--- config.mk ---
export PLATFORM = sky130hd
export DESIGN_NAME = imd_mul
export DESIGN_NICKNAME = d
export VERILOG_FILES = /design/src/sv/imd_pkg.sv /design/src/sv/imd_mul.sv
export SDC_FILE = /design/constraint.sdc
export NUM_CORES = 2
export LEC_CHECK = 0
export BUFFER_PORTS_ARGS = -buffer_cell sky130_fd_sc_hd__buf_2
export CAP_MARGIN = 20
export CORE_MARGIN = 2
export CORE_UTILIZATION = 50
export CTS_CLUSTER_DIAMETER = 200
export DETAILED_ROUTE_END_ITERATION = 8
export PLACE_DENSITY = 0.69
export SETUP_SLACK_MARGIN = 0.2
export SLEW_MARGIN = 20
export SYNTH_ARGS = -nofsm -noshare
export SYNTH_HDL_FRONTEND = slang
export SYNTH_SLANG_ARGS = --single-unit
export TNS_END_PERCENT = 5
--- constraint.sdc ---
create_clock -name clk -period 12.8 [get_ports clk]
set_clock_uncertainty 0.05 [all_clocks]
set_input_delay 1.92 -clock clk [delete_from_list [all_inputs] [get_ports clk]]
set_output_delay 1.92 -clock clk [all_outputs]
set_load 0.02 [all_outputs]
--- src/sv/imd_pkg.sv ---
// Shared types, constants and tables for the IMU midpoint dead-reckoning core.
// Used by imd_mul, imd_rootdiv and imu_midpoint_dead_reckoning_core.
`default_nettype none

package imd_pkg;

	typedef struct packed {
		logic signed [15:0] accel_x;
		logic signed [15:0] accel_y;
		logic signed [15:0] rate_x;
		logic signed [15:0] rate_y;
		logic signed [15:0] rate_z;
		logic [31:0]        stamp;
	} imd_sample_t;

	typedef struct packed {
		logic signed [31:0] pos_x;
		logic signed [31:0] pos_y;
		logic signed [31:0] pos_z;
		logic signed [31:0] quat_w;
		logic signed [31:0] quat_x;
		logic signed [31:0] quat_y;
		logic signed [31:0] quat_z;
	} imd_result_t;

	localparam int MUL_W  = 36;
	localparam int PROD_W = 2 * MUL_W;
	localparam int ACC_W  = 56;

	localparam logic [1:0] REG_GRAV_X = 2'd0;
	localparam logic [1:0] REG_GRAV_Y = 2'd1;
	localparam logic [1:0] REG_GRAV_Z = 2'd2;

	localparam logic signed [31:0] Q_ONE = 32'sh4000_0000;
	localparam logic signed [ACC_W-1:0] P_LIM = 56'sh1_FFFF_FFFF;
	localparam logic signed [63:0] S32_MAX = 64'sh0000_0000_7FFF_FFFF;
	localparam logic signed [63:0] S32_MIN = -64'sh0000_0000_8000_0000;

	typedef enum logic {RD_ROOT, RD_DIV} rd_op_t;

	typedef struct packed {
		logic   start;
		rd_op_t op;
	} rd_req_t;

	typedef struct packed {
		logic        done;
		logic [31:0] value;
	} rd_rsp_t;

	// quaternion product q * (1, h): attitude component, h index, sign per term
	localparam logic [1:0] P_QA [4][3] = '{
		'{2'd1, 2'd2, 2'd3}, '{2'd0, 2'd2, 2'd3}, '{2'd0, 2'd1, 2'd3}, '{2'd0, 2'd1, 2'd2}};
	localparam logic [1:0] P_HB [4][3] = '{
		'{2'd0, 2'd1, 2'd2}, '{2'd0, 2'd2, 2'd1}, '{2'd1, 2'd2, 2'd0}, '{2'd2, 2'd1, 2'd0}};
	localparam logic P_NEG [4][3] = '{
		'{1'b1, 1'b1, 1'b1}, '{1'b0, 1'b0, 1'b1}, '{1'b0, 1'b1, 1'b0}, '{1'b0, 1'b0, 1'b1}};

	// rotation products: xx yy zz xy xz yz wx wy wz
	localparam logic [1:0] ROT_A [9] = '{2'd1, 2'd2, 2'd3, 2'd1, 2'd1, 2'd2, 2'd0, 2'd0, 2'd0};
	localparam logic [1:0] ROT_B [9] = '{2'd1, 2'd2, 2'd3, 2'd2, 2'd3, 2'd3, 2'd1, 2'd2, 2'd3};

	function automatic logic signed [31:0] sat32(input logic signed [63:0] v);
		logic signed [31:0] r;
		if (v > S32_MAX) begin
			r = 32'sh7FFF_FFFF;
		end else if (v < S32_MIN) begin
			r = 32'sh8000_0000;
		end else begin
			r = 32'(v);
		end
		return r;
	endfunction

endpackage

`default_nettype wire

--- src/sv/imd_mul.sv ---
// Shared signed multiplier with registered product.
// Depends on imd_pkg for operand and product widths.
`default_nettype none

module imd_mul (
	input  wire logic                              clk,
	input  wire logic                              en,
	input  wire logic signed [imd_pkg::MUL_W-1:0]  a,
	input  wire logic signed [imd_pkg::MUL_W-1:0]  b,
	output logic signed [imd_pkg::PROD_W-1:0]      prod
);

	logic signed [imd_pkg::PROD_W-1:0] prod_q;

	always_ff @(posedge clk) begin
		if (en) begin
			prod_q <= a * b;
		end
	end

	assign prod = prod_q;

endmodule

`default_nettype wire

== Word level (Yosys, flattened, before mapping) ==
Cells that the tools add are included.
Storage, ports and cells
  output and inout bits: 72
  register bits after elaboration: 72
  input bits: 74
  word-level logic and storage cells: 2
Cells by class
  multipliers: 1
Operator list (count)
  $mul A36 B36 Y72: 1

== Logic depth before layout (Yosys ltp) ==
  depth in word-level cells: 1
  mapped depth: 30
  gate-level depth less buffers: 27

== Least setup slack after synthesis ==
No wires, ideal clock.
  kind: input to register
  start: input port a[35] in the netlist's numbering
  end: register prod_q (netlist bit prod[69]) (data pin)
  data arrival time: 9168 ps
  path slack: 3313 ps
  buffers on the path: 3
  data required time: 12481 ps
  stages on the path: 22
  library setup time: 269 ps
  cells stage by stage: clkbuf_1 clkbuf_1 nand2_1 inv_1 fa_1 fa_1 fa_1 fa_1 fa_1 fa_1 fa_1 fa_1 ha_1 clkbuf_1 a21o_1 a21o_1 a21oi_1 nand2_1 and3_1 a211oi_1 o31ai_1 xor2_1
On the way
  longest elaborated chain between the ends: 1
Ends and longest elaborated chain
  from (decl): line imd_mul.sv:8  | input wire logic signed [imd_pkg::MUL_W-1:0] a,
  $mul A36 B36 Y72: line imd_mul.sv:17  | prod_q <= a * b;
  to (signal assigned): line imd_mul.sv:17
  to (decl): line imd_mul.sv:13  | logic signed [imd_pkg::PROD_W-1:0] prod_q;
No other way between the ends.
A chain may end at the register's enable or synchronous reset.

== Worst setup path after layout ==
  start: input port b[0] in the netlist's numbering
  end: register prod_q (netlist bit prod[70]) (data pin)
On the way
  longest elaborated chain between the ends: 1
Ends and longest elaborated chain
  from (decl): line imd_mul.sv:9  | input wire logic signed [imd_pkg::MUL_W-1:0] b,
  $mul A36 B36 Y72: line imd_mul.sv:17
No other way between the ends.

==> results_tabular.tex <==
\begin{tabular}{lr}
\hline
Metric & Value \\
\hline
\multicolumn{2}{l}{\textbf{Status}} \\
\quad Status & completed \\
\multicolumn{2}{l}{\textbf{Yosys}} \\
\quad Proportion of register bits with asynchronous set or reset after synthesis & 0\% \\
\quad Syn Std Cell Area & 48200 um\^{}2 \\
\quad Synthesized-area fraction occupied by adder cells & 63.0\% \\
\quad Synth Area in Simple Gates & 15.2\% \\
\quad Share of the synthesized netlist area taken by xor and xnor gates & 1.46\% \\
\quad Number of enable-type register cells in the synthesized netlist & 72 \\
\quad Synth Warn \# & 0 \\
\quad Top flip-flop cell by instance count after synthesis & sky130\_fd\_sc\_hd\_\_edfxtp\_1 \\
\quad Mapped Cells & 5104 \\
\quad Area fraction of the dominant cell type after synthesis & 57.3\% \\
\quad Biggest area contributors in the synthesized netlist & sky130\_fd\_sc\_hd\_\_fa\_1, sky130\_fd\_sc\_hd\_\_inv\_1, sky130\_fd\_sc\_hd\_\_and2\_1, sky130\_fd\_sc\_hd\_\_nand2\_1, sky130\_fd\_sc\_hd\_\_ha\_1 \\
\quad Largest family of logic cells by synthesized area & adder cells \\
\quad Syn\_nets & 6776 \\
\quad Sequential fraction of the synthesis area & 4.49\% \\
\quad Most area-hungry cell type in the Yosys netlist & sky130\_fd\_sc\_hd\_\_fa\_1 \\
\quad Area fraction in compound gates after synthesis & 3.05\% \\
\quad Cell variety after synth & 65 \\
\quad Flops \& latches, synth & 72 \\
\quad Portion of netlist area occupied by mux cells & 0.0442\% \\
\quad Post-synthesis average cell area & 9.43 um\^{}2 \\
\multicolumn{2}{l}{\textbf{STA}} \\
\quad Setup repair after global routing missed its margin & false \\
\quad Pins Over Slew Limit & 0 \\
\quad Summed negative setup slack over all endpoints & 0 ns \\
\quad Worst max-slew margin expressed relative to the limit & 10.1\% \\
\quad Achievable Freq & 93.9 MHz \\
\quad Final setup violation count & 0 \\
\quad Tightest Pin Transition & 1.33 ns \\
\quad Hold Violations, Final & 0 \\
\quad Post-route fraction of the period consumed by the critical path & 83.2\% \\
\quad Final critical delay including setup and external delays & 10.65 ns \\
\multicolumn{2}{l}{\textbf{Run}} \\
\quad Number of violations of the max-capacitance limit & 0 \\
\multicolumn{2}{l}{\textbf{Drt}} \\
\quad Count of vias placed by the detailed router & 33950 \\
\quad Remaining antenna violation count & 0 \\
\quad Routed Wire Length & 135000 um \\
\quad Detailed-route vias per instance & 5.40 \\
\quad First drt pass iteration count & 5 \\
\quad Count of unresolved DRC violations after routing & 0 \\
\quad WL per Instance & 21.5 um \\
\quad Initial drt markers & 2043 \\
\multicolumn{2}{l}{\textbf{Min path}} \\
\quad Hold wc startpoint & en \\
\quad Endpoint of the worst hold-timing path & prod[45] \\
\quad Hold Crit Class & in2reg \\
\quad Min-Delay Path Depth & 1 \\
\multicolumn{2}{l}{\textbf{Place}} \\
\quad GP Congestion & 1.02 \\
\quad Number of buffer cells added on primary ports & 145 \\
\quad Post-DP HPWL & 111000 um \\
\multicolumn{2}{l}{\textbf{Global routing}} \\
\quad Largest net degree at the start of global routing & 73 \\
\quad Aggregate global-route resource usage & 29.2\% \\
\quad Initial antenna violation count & 13 \\
\quad Total gr overflow & 0 \\
\quad First-pass GRT wire length & 217000 um \\
\quad Vias in the first global route & 37798 \\
\multicolumn{2}{l}{\textbf{Cells and area}} \\
\quad Layout fillers & 8640 \\
\quad FF/Latch Area & 2160 um\^{}2 \\
\quad Layout overhead on the synthesized area & 3.83\% \\
\quad Area of combinational cells with multiple inputs & 39800 um\^{}2 \\
\quad Nets & 6678 \\
\quad Share of post-route cells with drive strength above 1 & 4.33\% \\
\quad Leading cell type in the layout, fill and taps excluded & sky130\_fd\_sc\_hd\_\_fa\_1 \\
\quad Number of flip-flops in the largest register & 72 \\
\quad Commonest non-fill, non-tap cells in the layout & sky130\_fd\_sc\_hd\_\_fa\_1, sky130\_fd\_sc\_hd\_\_inv\_1, sky130\_fd\_sc\_hd\_\_nand2\_1, sky130\_fd\_sc\_hd\_\_and2\_1, sky130\_fd\_sc\_hd\_\_ha\_1 \\
\multicolumn{2}{l}{\textbf{CTS}} \\
\quad Clock transition time at the flip-flop clock pins of the worst setup and hold paths & 0.08 ns \\
\quad CTS tree & built \\
\quad \# hold bufs at CTS & 0 \\
\quad H-tree depth & 3 \\
\quad Number of sinks handled by clock tree synthesis & 72 \\
\quad Clock root cell & sky130\_fd\_sc\_hd\_\_clkbuf\_16 \\
\quad Clock tree buffer depth & 2 \\
\quad \# resized after CTS & 0 \\
\quad Cts bufs inserted & 9 \\
\quad Number of buffers added for setup after CTS & 0 \\
\multicolumn{2}{l}{\textbf{Worst setup path}} \\
\quad Cell with the most instances on the worst path & sky130\_fd\_sc\_hd\_\_fa\_1 \\
\quad Crit-path slowest cell & sky130\_fd\_sc\_hd\_\_nor4\_1 \\
\quad Max FO, Critical Path & 36 \\
\quad Element type at the critical path start & primary input \\
\quad Arrival time of the worst setup path & 10.86 ns \\
\quad Maximum single-stage delay on the critical path & 1.09 ns \\
\quad Worst setup EP type & flip-flop \\
\quad Critical path required time & 13.01 ns \\
\quad Worst Path Class, Setup & in2reg \\
\quad Crit path buffers/inverters & 6 \\
\quad CP top delay family & adder cells \\
\multicolumn{2}{l}{\textbf{Floorplanning}} \\
\quad Overall die width & 314 um \\
\quad Effective utilization at floorplan & 50.6\% \\
\quad Die Outline Area & 98800 um\^{}2 \\
\quad IO Pins & 146 \\
\quad Die extent in y & 314 um \\
\quad Cell Rows & 113 \\
\quad Floorplan Core Area & 95200 um\^{}2 \\
\hline
\end{tabular}
-- metal layers --
metal	GRT usage (%)	share of wire, %	vias to the layer above
li1	-	-	14243
met1	36.5	37	17885
met2	48.1	49	1439
met3	6.83	8.5	369
met4	13.9	5.5	14
met5	0	0.064	-
-- per-stage QoR --
| step | hold WS [ns] | util, % | setup slack [ns] | instance area, um^2 | cells |
|---|---|---|---|---|---|
| after floorplan | 1.98 | - | 3.31 | 48200 | 5104 |
| after global placement | 2.31 | 52.2 | 1.91 | 49600 | 6260 |
| after detailed placement | 2.31 | 52.2 | 1.79 | 49600 | 6260 |
| after CTS | 2.15 | 52.5 | 2.23 | 50000 | 6276 |
| after global routing | 2.21 | 52.5 | 1.79 | 50000 | 6281 |
| final | 2.15 | 52.5 | 2.15 | 50000 | 6285 |
-- cell usage after synthesis (29+ instances only) --
library cell	number
sky130_fd_sc_hd__fa_1	1379
sky130_fd_sc_hd__and2_1	559
sky130_fd_sc_hd__a21o_1	37
sky130_fd_sc_hd__nand2_1	760
sky130_fd_sc_hd__edfxtp_1	72
sky130_fd_sc_hd__a21oi_1	69
sky130_fd_sc_hd__o21ai_0	29
sky130_fd_sc_hd__nor2b_1	36
sky130_fd_sc_hd__inv_1	1344
sky130_fd_sc_hd__ha_1	219
sky130_fd_sc_hd__clkbuf_1	287
sky130_fd_sc_hd__nor2_1	43
sky130_fd_sc_hd__xnor2_1	52
-- final cells by class --
cell class              count  share of cell area (%)
repair buffers            184                    2.04
multi-input cells        3395                    79.7
clock inverters             7                   0.205
well taps                1265                    3.17
inverters                1344                    10.1
diodes                      9                  0.0450
flip-flops and latches     72                    4.32
clock buffers               9                   0.450
-- worst max path at each step --
stage | start | end | slack (ns) | cells after the start
after floorplan | a[35] | prod[69] | 3.31 | 22
final | b[0] | prod[70] | 2.15 | 25
after global routing | b[0] | prod[70] | 1.79 | 25
after global placement | b[0] | prod[70] | 1.91 | 25
after CTS | b[0] | prod[70] | 2.23 | 25
after detailed placement | b[0] | prod[70] | 1.79 | 25
-- cells by family (layout without fill, tap and decap cells) --
family,count (synthesis),after routing
and+or+nand+nor,1487,1487
xor gates and xnor gates,80,80
muxes,2,2
DFF,72,72
buffers and inverters,1637,1544
adders and majority gates,1598,1598
other,0,9
AOI/OAI and AO/OA,228,228
Power is not shown: default switching activity piles up to over one toggle a cycle in this logic, so the estimate is an artifact.
