## config.mk

```make
export PLATFORM = sky130hd
export DESIGN_NAME = imd_rootdiv
export DESIGN_NICKNAME = d
export VERILOG_FILES = /design/src/sv/imd_pkg.sv /design/src/sv/imd_rootdiv.sv
export SDC_FILE = /design/constraint.sdc
export NUM_CORES = 1
export LEC_CHECK = 0
export BUFFER_PORTS_ARGS = -buffer_cell sky130_fd_sc_hd__buf_2
export CAP_MARGIN = 20
export CORE_MARGIN = 8
export CORE_UTILIZATION = 31
export DETAILED_ROUTE_END_ITERATION = 6
export SLEW_MARGIN = 30
export SYNTH_ARGS = -nofsm -noshare
export SYNTH_HDL_FRONTEND = slang
export SYNTH_SLANG_ARGS = --single-unit
```

## constraint.sdc

```tcl
create_clock -name clk -period 9.2 [get_ports clk]
set_input_delay 2.76 -clock clk [delete_from_list [all_inputs] [get_ports clk]]
set_output_delay 2.76 -clock clk [all_outputs]
set_load 0.03 [all_outputs]
```

## src/sv/imd_pkg.sv

```systemverilog
// Shared types, constants and tables for the IMU midpoint dead-reckoning core.
// Used by imd_mul, imd_rootdiv and imu_midpoint_dead_reckoning_core.
`default_nettype none

package imd_pkg;

	typedef struct packed {
		logic signed [15:0] accel_x;
		logic signed [15:0] accel_y;
		logic signed [15:0] rate_x;
		logic signed [15:0] rate_y;
		logic signed [15:0] rate_z;
		logic [31:0]        stamp;
	} imd_sample_t;

	typedef struct packed {
		logic signed [31:0] pos_x;
		logic signed [31:0] pos_y;
		logic signed [31:0] pos_z;
		logic signed [31:0] quat_w;
		logic signed [31:0] quat_x;
		logic signed [31:0] quat_y;
		logic signed [31:0] quat_z;
	} imd_result_t;

	localparam int MUL_W  = 36;
	localparam int PROD_W = 2 * MUL_W;
	localparam int ACC_W  = 56;

	localparam logic [1:0] REG_GRAV_X = 2'd0;
	localparam logic [1:0] REG_GRAV_Y = 2'd1;
	localparam logic [1:0] REG_GRAV_Z = 2'd2;

	localparam logic signed [31:0] Q_ONE = 32'sh4000_0000;
	localparam logic signed [ACC_W-1:0] P_LIM = 56'sh1_FFFF_FFFF;
	localparam logic signed [63:0] S32_MAX = 64'sh0000_0000_7FFF_FFFF;
	localparam logic signed [63:0] S32_MIN = -64'sh0000_0000_8000_0000;

	typedef enum logic {RD_ROOT, RD_DIV} rd_op_t;

	typedef struct packed {
		logic   start;
		rd_op_t op;
	} rd_req_t;

	typedef struct packed {
		logic        done;
		logic [31:0] value;
	} rd_rsp_t;

	// quaternion product q * (1, h): attitude component, h index, sign per term
	localparam logic [1:0] P_QA [4][3] = '{
		'{2'd1, 2'd2, 2'd3}, '{2'd0, 2'd2, 2'd3}, '{2'd0, 2'd1, 2'd3}, '{2'd0, 2'd1, 2'd2}};
	localparam logic [1:0] P_HB [4][3] = '{
		'{2'd0, 2'd1, 2'd2}, '{2'd0, 2'd2, 2'd1}, '{2'd1, 2'd2, 2'd0}, '{2'd2, 2'd1, 2'd0}};
	localparam logic P_NEG [4][3] = '{
		'{1'b1, 1'b1, 1'b1}, '{1'b0, 1'b0, 1'b1}, '{1'b0, 1'b1, 1'b0}, '{1'b0, 1'b0, 1'b1}};

	// rotation products: xx yy zz xy xz yz wx wy wz
	localparam logic [1:0] ROT_A [9] = '{2'd1, 2'd2, 2'd3, 2'd1, 2'd1, 2'd2, 2'd0, 2'd0, 2'd0};
	localparam logic [1:0] ROT_B [9] = '{2'd1, 2'd2, 2'd3, 2'd2, 2'd3, 2'd3, 2'd1, 2'd2, 2'd3};

	function automatic logic signed [31:0] sat32(input logic signed [63:0] v);
		logic signed [31:0] r;
		if (v > S32_MAX) begin
			r = 32'sh7FFF_FFFF;
		end else if (v < S32_MIN) begin
			r = 32'sh8000_0000;
		end else begin
			r = 32'(v);
		end
		return r;
	endfunction

endpackage

`default_nettype wire

```

## src/sv/imd_rootdiv.sv

```systemverilog
// Bit-serial unit: 64-bit integer square root, or saturating (s * 2^30) / r.
// One result bit per cycle, 32 result bits per operation. Depends on imd_pkg.
`default_nettype none

module imd_rootdiv (
	input  wire logic               clk,
	input  wire logic               arst_n,
	input  wire imd_pkg::rd_req_t   req,
	input  wire logic [63:0]        rad,
	input  wire logic signed [31:0] num,
	input  wire logic [31:0]        den,
	output imd_pkg::rd_rsp_t        rsp
);

	logic          busy_q;
	logic          done_q;
	logic [4:0]    cnt_q;
	imd_pkg::rd_op_t op_q;

	logic [63:0] n_q;
	logic [63:0] res_q;
	logic [63:0] bit_q;
	logic [31:0] rem_q;
	logic [31:0] lo_q;
	logic [31:0] quot_q;
	logic        ovf_q;
	logic        neg_q;

	logic [63:0] trial;
	logic [32:0] rem2;
	logic        ge;
	logic [31:0] mag;
	logic [31:0] hi;
	logic [31:0] div_val;

	assign trial = res_q + bit_q;
	assign rem2  = {rem_q, lo_q[31]};
	assign ge    = rem2 >= {1'b0, den};
	assign mag   = num[31] ? 32'(-num) : 32'(num);
	assign hi    = {2'b00, mag[31:2]};

	always_comb begin
		if (ovf_q) begin
			div_val = neg_q ? 32'h8000_0000 : 32'h7FFF_FFFF;
		end else if (neg_q) begin
			div_val = (quot_q > 32'h8000_0000) ? 32'h8000_0000 : 32'(-quot_q);
		end else begin
			div_val = (quot_q > 32'h7FFF_FFFF) ? 32'h7FFF_FFFF : quot_q;
		end
	end

	assign rsp.done  = done_q;
	assign rsp.value = (op_q == imd_pkg::RD_ROOT) ? res_q[31:0] : div_val;

	always_ff @(posedge clk or negedge arst_n) begin
		if (!arst_n) begin
			busy_q <= 1'b0;
			done_q <= 1'b0;
			cnt_q  <= '0;
			op_q   <= imd_pkg::RD_ROOT;
		end else begin
			done_q <= 1'b0;
			if (req.start) begin
				busy_q <= 1'b1;
				cnt_q  <= '0;
				op_q   <= req.op;
			end else if (busy_q) begin
				cnt_q <= cnt_q + 5'd1;
				if (cnt_q == 5'd31) begin
					busy_q <= 1'b0;
					done_q <= 1'b1;
				end
			end
		end
	end

	always_ff @(posedge clk) begin
		if (req.start) begin
			n_q    <= rad;
			res_q  <= '0;
			bit_q  <= 64'h4000_0000_0000_0000;
			rem_q  <= hi;
			lo_q   <= {mag[1:0], 30'b0};
			quot_q <= '0;
			ovf_q  <= hi >= den;
			neg_q  <= num[31];
		end else if (busy_q) begin
			if (op_q == imd_pkg::RD_ROOT) begin
				if (n_q >= trial) begin
					n_q   <= n_q - trial;
					res_q <= (res_q >> 1) + bit_q;
				end else begin
					res_q <= res_q >> 1;
				end
				bit_q <= bit_q >> 2;
			end else begin
				rem_q  <= ge ? 32'(rem2 - {1'b0, den}) : rem2[31:0];
				lo_q   <= {lo_q[30:0], 1'b0};
				quot_q <= {quot_q[30:0], ge};
			end
		end
	end

endmodule

`default_nettype wire

```

# After elaboration in Yosys (flattened, before gate mapping)

Cells that the tools add are included.

Flip-flop bits (word level): 236
Bits of input ports: 132
Output and inout port bits: 33

$add $sub $neg: 7
$lt $le $gt $ge: 5
Equal/unequal tests: 2
Mux-type cells: 27
Bitwise operators: 1
Reduce and logical (&&, ||, !) cells: 7

Operator list:

| kind                 | number |
|---|---|
| $mux 32              | 11 |
| $mux 64              | 5 |
| $mux 30              | 3 |
| $add 63x63->64       | 1 |
| $add 64x63->64       | 1 |
| $ge 64x64->1         | 1 |
| $neg 32->32          | 2 |
| $sub 64x64->64       | 1 |
| $ge 33x32->1         | 1 |
| $ge 30x32->1         | 1 |
| $gt 32x31->1 const B | 1 |
| $gt 32x32->1 const B | 1 |
| $sub 32x32->32       | 1 |
| $mux 5               | 2 |
| $mux 1               | 6 |
| $reduce_and 2->1     | 3 |
| $reduce_bool 2->1    | 3 |
| $add 5x1->5 const B  | 1 |
| $eq 5x5->1 const B   | 1 |
| $reduce_and 3->1     | 1 |
| $ne 2x2->1 const B   | 1 |
| $not 1->1            | 1 |

# Logic depth before layout (Yosys ltp)

Gate-level depths: netlist of the first run.

Depth after elaboration: 6
Depth in mapped cells: 28

# Worst setup path after synthesis of the first run

Ideal clock, no wire load.

Path type: reg2reg
Start: register res_q[2]
End: register n_q[0], enable pin
Data arrival time: 9.014 ns
Setup slack: -0.389 ns
Cell stages (with the launch flop): 23
Path buffers: 3
Clock period less this slack: 9.589 ns
Cells stage by stage: dfxtp_1 -> ha_1 -> a31oi_1 -> o21bai_1 -> a21oi_1 -> o31ai_1 -> a21oi_1 -> o21bai_1 -> a221oi_1 -> nand2b_1 -> a31oi_1 -> xor2_1 -> ha_1 -> clkbuf_1 -> and3_1 -> and4_1 -> nor2b_1 -> o2111a_1 -> o41a_1 -> nor3_2 -> buf_2 -> buf_2 -> o21ai_0

Cells in the longest elaborated chain, start to end: 4

RTL lines:

| what                        | line              | text |
|---|---|---|
| from (decl)                 | imd_rootdiv.sv:21 | `logic [63:0] res_q;` |
| from (signal assigned)      | imd_rootdiv.sv:91 | `res_q <= (res_q >> 1) + bit_q;` |
| from (signal assigned)      | imd_rootdiv.sv:93 | `res_q <= res_q >> 1;` |
| $add 64x63->64              | imd_rootdiv.sv:36 | `assign trial = res_q + bit_q;` |
| $ge 64x64->1                | imd_rootdiv.sv:89 | `if (n_q >= trial) begin` |
| $reduce_bool 2->1 (no line) | --                |  |
| $reduce_and 3->1 (no line)  | --                |  |
| to (signal assigned)        | imd_rootdiv.sv:79 | `n_q <= rad;` |
| to (signal assigned)        | imd_rootdiv.sv:90 | `n_q <= n_q - trial;` |
| to (decl)                   | imd_rootdiv.sv:20 | `logic [63:0] n_q;` |

No other way between the ends.
A chain may end at the register's enable or synchronous reset.

==> results of run 1 <==
==> registers in the layout (all words and copies together) (netlist names) <==
signal and count:
ovf_q 1, bit_q 32, busy_q 1, res_q 64
n_q 64, done_q 1, op_q 1, neg_q 1
lo_q 2, quot_q 32, cnt_q 5, rem_q 32
==> area by class of cell <==
cell class / count / area [sq um] / share of cell area (%)
Antenna cell: 1 / 2.50 / 0.0101
Tap cell: 950 / 1190 / 4.79
Timing Repair Buffer: 179 / 942 / 3.80
Clock buffer: 40 / 923 / 3.72
Clock inverter: 16 / 155 / 0.626
Multi-Input combinational cell: 2459 / 15500 / 62.6
Sequential cell: 236 / 5750 / 23.2
Inverter: 81 / 304 / 1.23
==> path summary, 6_finish.rpt <==
kind                       slack [ns]       from  depth (start not counted)  endpoint
min reg2reg                      0.48   bit_q[0]                          2  bit_q[0]
min                              0.48   bit_q[0]                          2  bit_q[0]
max                              1.97  quot_q[0]                         14   rsp[17]
max reg2reg                      2.35   res_q[2]                         23    n_q[5]
max in group asynchronous        7.00     arst_n                          1    busy_q
min in group asynchronous        2.01     arst_n                          1  cnt_q[0]
==> placed cells by master, fill, tap and decap left out, types with 14 or more instances in the layout <==
cell type,synthesis,layout
or3_1,28,28
nand4_1,43,43
o21bai_1,32,32
a211oi_1,51,51
a31oi_1,69,69
and4_1,15,15
o31ai_1,26,26
edfxtp_1,98,98
buf_2,9,163
and3_1,28,28
or4_1,14,14
nor2b_1,38,38
dfxtp_1,130,130
a21o_1,78,78
a221oi_1,14,14
a31o_2,23,23
nand2b_1,21,20
xnor2_1,125,125
nand2_1,398,398
o211ai_1,19,19
nor3_1,64,64
nor2_1,289,287
a21oi_1,307,307
ha_1,196,196
o21ai_0,218,216
clkbuf_16,0,34
nand3_1,58,58
and2_1,17,17
o21a_1,16,16
mux2i_1,22,22
or2_2,14,14
xor2_1,89,89
buf_4,1,15
inv_1,81,80
==> tightest hold or removal path: cells and delay by family, from the launching register on <==
family	cells	cell delay (ns)
AOI/OAI and AO/OA	1	0.05
DFF	1	0.33
and+or+nand+nor	1	0.06
==> routing by layer <==
layer | vias up | share of wire [%]
met5 | - | 0
met4 | 0 | 2.3
met3 | 83 | 4.3
met2 | 436 | 48
met1 | 10153 | 46
li1 | 10877 | -
==> cell families after synthesis <==
| kind of cell | Yosys count |
|---|---|
| AND/OR/NAND/NOR | 1058 |
| adder cells (fa/ha/maj) | 198 |
| buffers and inverters | 259 |
| flip-flops | 236 |
| multiplexers | 28 |
| AO/OA/AOI/OAI | 961 |
| XOR/XNOR | 214 |
==> power breakdown <==
part	switching [uW]	internal (uW)	leakage, uW	total, uW
Sequential	232	1440	0.00216	1670
Combinational	2310	1500	0.00717	3810
Clock	508	783	0.000534	1290
==> through the flow <==
step | instance area (sq um) | power (uW) | std cells | util, %
finish | 24800 | 6770 | 3962 | 34.8
global route | 24800 | 7340 | 3961 | 34.8
CTS | 24800 | 6800 | 3961 | 34.8
detailed placement | 23700 | 5460 | 3905 | 33.3
global placement | 23700 | 5450 | 3905 | 33.3
floorplan | 22200 | 4550 | 2954 | -
==> flow_summary_export.csv, run 1 <==
group,metric,value,unit
status,result_of_the_run,"complete, no violations",
die,fp-row-count,98,
synth,syn_area_per_cell,7.53,sq um
synth,synth.net_count,3284,
synth,synth_cells,2954,
synth,synth_enable_flop_cells,98,
synth,ys_seq_elements,236,
critical_path,cp_max_fo,15,
clocking,clk_latency,0.60,ns
synth,dominantRegCellSynth,"dfxtp_1",
sta,clock.fmax,0.138,GHz
synth,sequential_element_share_of_the_synthesized_area,25.8,%
die,fp.coreArea,71200,sq um
clocking,tritoncts.num_buffers,30,
die,floorplan.die.width,284,microns
critical_path,worstPathCellList,"inv_1 -> ha_1 -> nor3b_1 -> nand3_1 -> nor2_1 -> and4_1 -> nand2_1 -> or2_2 -> a21o_1 -> nor2_2 -> a21o_1 -> a21oi_1 -> nor2_1 -> buf_2",
synth,number_of_distinct_library_cells_after_synthesis,77,
final_layout,final_layout_size_suffix_gt1_share,9.66,%
synth,async_flop_share,3.39,%
clocking,post_cts_resized,0,
synth,synth-xor-area-share,8.43,%
routing,num_vias,21549,
clocking,cts_tree,"done",
critical_path,timing.critical_path.arrival,4.47,ns
grt,grt_pass1_wl,110,mm
synth,share_of_the_synthesized_area_in_compound_gates_ao_oa_aoi_oai,27.0,%
grt,groute.layer.met1.usage,21.2,%
sta,layout_setup_ws,1.97,ns
grt,grt_max_degree,99,
final_layout,finalNetCount,3317,
sta,setup_viol,0,
die,chipHeight,284,microns
grt,initial_antenna_violation_count,1,
grt,gr_overflow_total,0,
clocking,clockRootBuffer,"clkbuf_16",
synth,synth.top_cells.by_area,"edfxtp_1 13%, dfxtp_1 12%, ha_1 11%, a21oi_1 6.9%, nand2_1 6.7%",
critical_path,critical-path-top-delay-family,"simple AND/OR/NAND/NOR gates",
pwr,p_leak,0.00986,uW
grt,use_met2,28.0,%
sta,report.final.hold_viol_count,0,
placed_design,port_buffers,164,
sta,grt_setup_unrepaired,"false",
clocking,count_of_h_tree_levels_built_during_cts,1,
clocking,cts_setup_buffers,0,
job,max_cap_viol_count,0,
pwr,peakVddDrop,0.245,mV
clocking,clk_pin_slew_worst_paths,0.07,ns
sta,setup-tns-final,0,ns
sta,finalMaxSlewViolations,0,
synth,mappedNetlistArea,22200,sq um
synth,yosysWarningCount,0,
synth,ys_top_cells_by_count,"398 x nand2_1, 307 x a21oi_1, 289 x nor2_1",
critical_path,cp_slowest_cell,"nor2_2",
critical_path,critical_path.startpoint_type,"register",
critical_path,timing_worst_setup_path_type,"reg -> out",
final_layout,fillerInstances,7586,
synth,synth_top_family_by_area,"compound AO/OA/AOI/OAI gates",
routing,route.antenna.remaining_nets,0,
sta,whs,0.484,ns
critical_path,required_arrival_time_at_the_worst_endpoint,6.44,ns
routing,route.detailed.vias_per_inst,5.44,
sta,worst_margin_pin_slew,0.949,ns
clocking,cts.sink_count,236,
placed_design,dp_hpwl,52.1,mm
grt,busiest_layer,"met2",
critical_path,worst_setup_ep_type,"primary output",
routing,route.detailed.wl_per_inst,17.3,microns
die,io_pins,165,
synth,synthDominantAreaCellType,"edfxtp_1",
routing,postRouteWirelength,68.7,mm
grt,global_route_usage_over_all_layers,16.1,%
clocking,cts.path.max_buffers,3,
sta,period_share,78.5,%
sta,fin_skew,0.0307,ns
synth,yosys.cell_count.top_type,"nand2_1",
routing,detailedRoute.firstIterationViolations,1490,
sta,period_minus_slack,7.23,ns
routing,detailed_routing_iterations_pass_1,5,
grt,grt_pass1_vias,20151,
final_layout,layout-area-overhead-vs-synth,11.5,%
placed_design,gp_routability_congestion,0.882,
grt,globalRouteMet3Util,2.01,%
synth,yosys.area_share.adder,11.2,%
die,die_area,80600,sq um
hold_path,worst_min_path_class,"reg -> reg",
synth,post_synth_and_or_nand_nor_area_fraction,21.8,%
sta,max-slew-margin-rel,36.5,%
critical_path,critPathMaxStageDelay,0.64,ns
pwr,power.density_cell_area,273,nW/um^2
clocking,cts_hold_buf,0,
placed_design,pre_cts_ws,2.35,ns
synth,post-synth-top-area-fraction,13.2,%
die,starting_density_of_the_core,31.2,%
synth,synth_mux_area_share,1.29,%
critical_path,cp_num_buf_inv,2,
routing,drcViolationCount,0,
Note: power is estimated with default switching activity, not from simulation.
==> run 2, diff against run 1 <==
- clock period: 9.2 -> 6 ns (I/O delays scaled with it)
==> flow_summary_export.csv, run 2 (synthesis gave the netlist of run 1 again) <==
group,metric,value,unit
grt,global_route_usage_over_all_layers,16.5,%
die,fp.coreArea,71200,sq um
critical_path,required_arrival_time_at_the_worst_endpoint,4.20,ns
clocking,clk_pin_slew_worst_paths,0.06,ns
final_layout,final_cell_utilization_of_the_core,35.8,%
final_layout,antenna_diode_count,0,
grt,grt_pass1_vias,20444,
clocking,clockRootBuffer,"clkbuf_16",
clocking,cts_tree,"done",
critical_path,critPathMaxStageDelay,0.53,ns
clocking,count_of_h_tree_levels_built_during_cts,2,
grt,use_met2,28.3,%
pwr,peakVddDrop,0.266,mV
final_layout,final_layout_size_suffix_gt1_share,12.5,%
routing,drcViolationCount,0,
grt,initial_antenna_violation_count,1,
status,result_of_the_run,"complete, no violations",
grt,grt_pass1_wl,111,mm
die,floorplan.die.width,284,microns
clocking,cts.path.max_buffers,3,
clocking,tritoncts.num_buffers,35,
routing,route.detailed.wl_per_inst,17.5,microns
hold_path,worst_min_path_class,"reg -> reg",
critical_path,critical_path.startpoint_type,"register",
sta,setup_viol,0,
die,chipHeight,284,microns
grt,grt_max_degree,162,
final_layout,most-common-layout-cells,"398 x nand2_1, 300 x a21oi_1, 287 x nor2_1, 212 x o21ai_0, 195 x ha_1",
final_layout,reg_top3,"n_q x64, res_q x64",
final_layout,layout-area-overhead-vs-synth,14.7,%
critical_path,worst_setup_ep_type,"primary output",
pwr,p_leak,0.0102,uW
sta,period_minus_slack,5.88,ns
job,max_cap_viol_count,0,
final_layout,layout.cell_area.non_filler,25500,sq um
routing,detailedRoute.firstIterationViolations,1490,
placed_design,gp_routability_congestion,0.904,
critical_path,timing.critical_path.arrival,4.08,ns
grt,globalRouteMet3Util,2.27,%
clocking,clk_latency,0.55,ns
grt,groute.layer.met1.usage,21.5,%
sta,period_share,98.0,%
sta,worst_margin_pin_slew,1.03,ns
routing,route.antenna.remaining_nets,0,
critical_path,cp_slowest_cell,"or4_1",
placed_design,post_dp_cell_area,24100,sq um
grt,busiest_layer,"met2",
die,fp-row-count,98,
final_layout,finalNetCount,3370,
final_layout,final_common_cell,"nand2_1",
critical_path,timing_worst_setup_path_type,"reg -> out",
sta,finalMaxSlewViolations,0,
grt,gr_overflow_total,0,
die,die_area,80600,sq um
sta,fin_skew,0.0252,ns
sta,clock.fmax,0.170,GHz
routing,detailed_routing_iterations_pass_1,5,
routing,postRouteWirelength,70.1,mm
placed_design,dp_hpwl,52.9,mm
placed_design,port_buffers,164,
routing,route.detailed.vias_per_inst,5.42,
pwr,power.density_cell_area,421,nW/um^2
sta,report.final.hold_viol_count,0,
clocking,cts_hold_buf,0,
routing,num_vias,21743,
clocking,cts.sink_count,236,
critical_path,cp_max_fo,8,
critical_path,worstPathCellList,"or4_1 -> or4_4 -> or3_4 -> or3_4 -> nor3_4 -> nand2b_1 -> or4_4 -> nor3b_1 -> a211oi_2 -> a21oi_2 -> buf_6",
sta,max-slew-margin-rel,31.4,%
die,starting_density_of_the_core,31.2,%
die,io_pins,165,
[run 2: changes by cell type in the layout (fill, tap and decap cells not counted), sizes merged]
cell / change
diode: -1
bufinv: -3
inv: +3
clkinv: -6
clkbuf: +12
buf: +48
[run 2: final timing paths]
check | startpoint | to | slack [ns] | cells past startpoint
min | bit_q[62] | bit_q[62] | 0.48 | 2
max reg2reg | res_q[0] | res_q[7] | 0.34 | 24
min in group asynchronous | arst_n | cnt_q[4] | 1.08 | 1
max | quot_q[6] | rsp[27] | 0.12 | 11
min reg2reg | bit_q[62] | bit_q[62] | 0.48 | 2
max in group asynchronous | arst_n | op_q | 4.74 | 1
[run 2: worst max-delay path, delay by kind of cell, from the launching register on]
kind	cells	cell delay (ns)
and+or+nand+nor	8	2.66
DFF	1	0.35
AOI/OAI and AO/OA	2	0.35
buffers and inverters	1	0.19
[run 2: final cells by class]
type / instances / area (sq um)
Fill cell: 7497 / 45700
Multi-Input combinational cell: 2459 / 15700
Sequential cell: 236 / 5750
Timing Repair Buffer: 227 / 1400
Tap cell: 950 / 1190
Clock buffer: 52 / 1120
Inverter: 81 / 304
Clock inverter: 10 / 60.1
[run 2: layer usage]
layer  vias to the layer above  routed length [microns]
li1                      10971                        -
met1                     10195                    32100
met2                       474                    33500
met3                       101                     2870
met4                         2                     1700
met5                         -                       12
[run 2: through the flow]
| step | worst slack (ns) | hold WS [ns] | setup TNS, ns | instances | total power, uW |
|---|---|---|---|---|---|
| after CTS | 0.00799 | 0.486 | 0 | 4014 | 10700 |
| after global routing | -0.00816 | 0.504 | -0.00816 | 4015 | 11600 |
| after detailed placement | -0.0236 | 0.477 | -0.0236 | 3952 | 8540 |
| final | 0.119 | 0.480 | 0 | 4015 | 10700 |
| after floorplan | 0.0193 | 0.456 | 0 | 2954 | 6980 |
| after global placement | 0.00889 | 0.472 | 0 | 3952 | 8540 |
[run 2: power by group]
part,switching (uW),internal (uW)
combinational,3640,2460
clock,827,1290
sequential,312,2210
[run 2: what timing repair did]
action | in CTS | in global routing
gates resized for setup | 7 | 43
setup endpoints to repair | 3 | 152
pin swaps | 2 | 8
setup buffers | 0 | 1
